File: src/rtl/bcsca_ram.sv
// ----------------------------------------------------------------------------
// bcsca_ram
// Generic single write port RAM with registered read.
// ----------------------------------------------------------------------------
module bcsca_ram #(
  parameter int unsigned WIDTH = 8,
  parameter int unsigned DEPTH = 16
) (
  input  logic                     clk_i,
  input  logic                     we_i,
  input  logic [$clog2(DEPTH)-1:0] waddr_i,
  input  logic [WIDTH-1:0]         wdata_i,
  input  logic [$clog2(DEPTH)-1:0] raddr_i,
  output logic [WIDTH-1:0]         rdata_o
);

  logic [WIDTH-1:0] mem [DEPTH];

  always_ff @(posedge clk_i) begin
    if (we_i) begin
      mem[waddr_i] <= wdata_i;
    end
    rdata_o <= mem[raddr_i];
  end

endmodule

File: config.mk
export PLATFORM = sky130hd
export DESIGN_NAME = bcsca_ram
export DESIGN_NICKNAME = d
export VERILOG_FILES = /design/src/rtl/bcsca_ram.sv
export SDC_FILE = /design/constraint.sdc
export NUM_CORES = 1
export LEC_CHECK = 0
export CORE_MARGIN = 4
export CORE_UTILIZATION = 50
export CTS_CLUSTER_SIZE = 28
export DETAILED_ROUTE_END_ITERATION = 10
export DONT_BUFFER_PORTS = 1
export PLACE_DENSITY = 0.77
export SYNTH_ARGS = -nofsm -noshare
export SYNTH_HDL_FRONTEND = slang
export SYNTH_SLANG_ARGS = --single-unit
File: constraint.sdc
create_clock -name clk_i -period 2 [get_ports clk_i]
set_input_delay 0.2 -clock clk_i [delete_from_list [all_inputs] [get_ports clk_i]]
set_output_delay 0.2 -clock clk_i [all_outputs]
set_load 0.01 [all_outputs]
==> impl_metrics.toml <==
[synth]
syn_avg_cell_area_um2 = 22.5
yosys_warnings = 0
syn_inst = 229
synth.distinct_cells = 19
syn_nets = 247
yosysTopAreaCellShare_pct = 74.7
synth-seq-cells = 136
netlist_area_um2 = 5150
synth_top_cell_by_area = "edfxtp_1"
synthTopCellsByArea = "edfxtp_1 75%, mux4_2 7.9%, mux4_1 7.1%"
ys_seq_area_share_pct = 77.8

[critical_path]
cp.required_ps = 2370
slowest_delay_ps = 490
crit_chain = "mux4_2, a22oi_1, nand2_1"
critical_path.startpoint = "mem[11][6]"
r2r-start = "mem[11][6]"
arrival_ps = 1760
critPathCaptureType = "register"
crit_family = "multiplexers"
crit_fanout = 1
worst_setup_path_start_kind = "register"
crit_buf_inv = 0
critical_path_class = "reg2reg"
cp_slowest_cell = "mux4_2"

[sta]
fmax_mhz = 715
finalSetupViolations = 0
holdWs_ps = 22.0
setup_tns_ps = 0
fin_skew_ps = 8.75
finalHoldViolCount = 0
tightest_slew_ps = 800
fin_crit_ps = 1400
min_period_over_period_pct = 70.0
report.final.slew_viol_count = 0
rsz0062_at_grt = "false"
slew_headroom_pct = 46.5

[detailed_routing]
viasPerCell = 5.90
wl_met3_um = 896
first_pass_iters = 4
num_vias = 2409
routed-wl-met2_mm = 4.95
drt_iter0_drc = 225
routed.top_layer = "met4"
finalWirelength_mm = 9.91
drc = 0
drt.antenna.violating_nets = 0
met1Wirelength_mm = 4.01
wl_per_cell_um = 24.3

[floorplanning]
initial_core_util_pct = 51.9
core_area_um2 = 9910
die_h_um = 109
io_pins = 26
die_w_um = 109
dieArea_um2 = 12000
std_cell_rows = 36

[clocking]
post_cts_buffers = 0
cts_tree = "yes"
cts_max_level = 4
clock_sinks = 136
cts-root-buf = "clkbuf_8"
clk_pin_slew_worst_paths_ps = 60
numCtsBuffers = 17
clock_path_buffers = 2
clk_latency_ps = 510

[grt]
grt.overflow.total = 0
grt_pass1_vias = 2539
antenna_found_initial = 0
grt_pass1_wl_mm = 15.1
grt_max_degree = 33
grt_use_total_pct = 18.4

[finish]
final_common_cell = "edfxtp_1"
final_util_pct = 60.2
nets = 280
final_cell_mix = "128 x edfxtp_1, 18 x mux4_2, 16 x a22oi_1, 16 x clkbuf_16"
area_delta_synth_final_pct = 15.9
drive_gt1_share_pct = 21.5
n_antenna_cell = 0

[power]
p_leak_nw = 1.96
power.density_nw_per_um2 = 1040
irDropWorstVdd_uv = 621

[placed_design]
numPortBuffers = 0
gp_congestion = 0.751
dp_hpwl_mm = 6.05

[worst_hold_path]
min-delay-start = "raddr_i[1]"
hp-class = "in2reg"

[flow_run]
cap_violations = 0

[outcome]
status = "completed"
==> through the flow <==
stage	setup WS (ps)	total power [mW]	cells	instance area [µm²]
final	601	6.21	408	5970
after CTS	569	6.24	408	5970
after detailed placement	533	3.45	366	5330
after global routing	549	6.40	408	5970
after global placement	543	3.45	366	5330
after floorplan	307	3.43	229	5150
==> where the power goes <==
part / switching, mW / total [mW] / internal [mW]
Clock: 1.06 / 2.76 / 1.70
Combinational: 0.119 / 0.228 / 0.109
Sequential: 0.0307 / 3.22 / 3.19
==> cell usage after synthesis <==
master	instances
clkdlybuf4s25_2	3
nand3b_1	2
or3b_2	1
nand2b_1	2
mux4_1	14
nor2_1	13
buf_4	1
nor3_1	4
nand3_1	1
a22oi_1	16
dfxtp_1	8
mux4_2	18
edfxtp_1	128
and2b_1	1
nand2_1	9
and2_1	1
buf_6	3
nor2b_1	1
buf_2	3
==> flip-flops by register name, summed over array words and instances (netlist names) <==
register / cells
mem: 128
rdata_o: 8
==> tightest hold or removal path, cell delays in order <==
cell and delay [ps]:
mux4_2 160, a22oi_1 70, nand2_1 60
==> final cells by class <==
| cell class | instances | area, µm² |
|---|---|---|
| sequential | 136 | 4000 |
| tap | 133 | 166 |
| fill | 711 | 3940 |
| multi-input combinational | 83 | 1060 |
| clock buffer | 24 | 460 |
| clock inverter | 8 | 73.8 |
| timing repair buffer | 24 | 205 |
==> cells by family after synthesis <==
kind of cell / synth area share (%)
DFF: 77.8
muxes: 15.0
AOI/OAI and AO/OA: 2.33
and+or+nand+nor: 3.18
buffers and inverters: 1.68
==> metal layers <==
metal | vias to the layer above | GRT usage, %
met4 | 0 | 4.81
met1 | 1252 | 25.0
met2 | 107 | 28.3
met5 | - | 0
met3 | 5 | 6.99
li1 | 1045 | -
==> timing repair <==
| action | 4_1_cts | 5_1_grt |
|---|---|---|
| resized for setup | 0 | 0 |
| setup endpoints to repair | 0 | 0 |
| hold buffers | 10 | 0 |
| endpoints found under the hold margin | 129 | 0 |
==> worst paths after layout <==
kind,endpoint,slack [ps],cells after the start
worst max-delay path,rdata_o[6],600,3
worst min-delay path,rdata_o[2],20,3
worst max register to register,rdata_o[6],600,3
worst min register to register,rdata_o[2],700,3
Note: power is estimated with default switching activity, not from simulation.
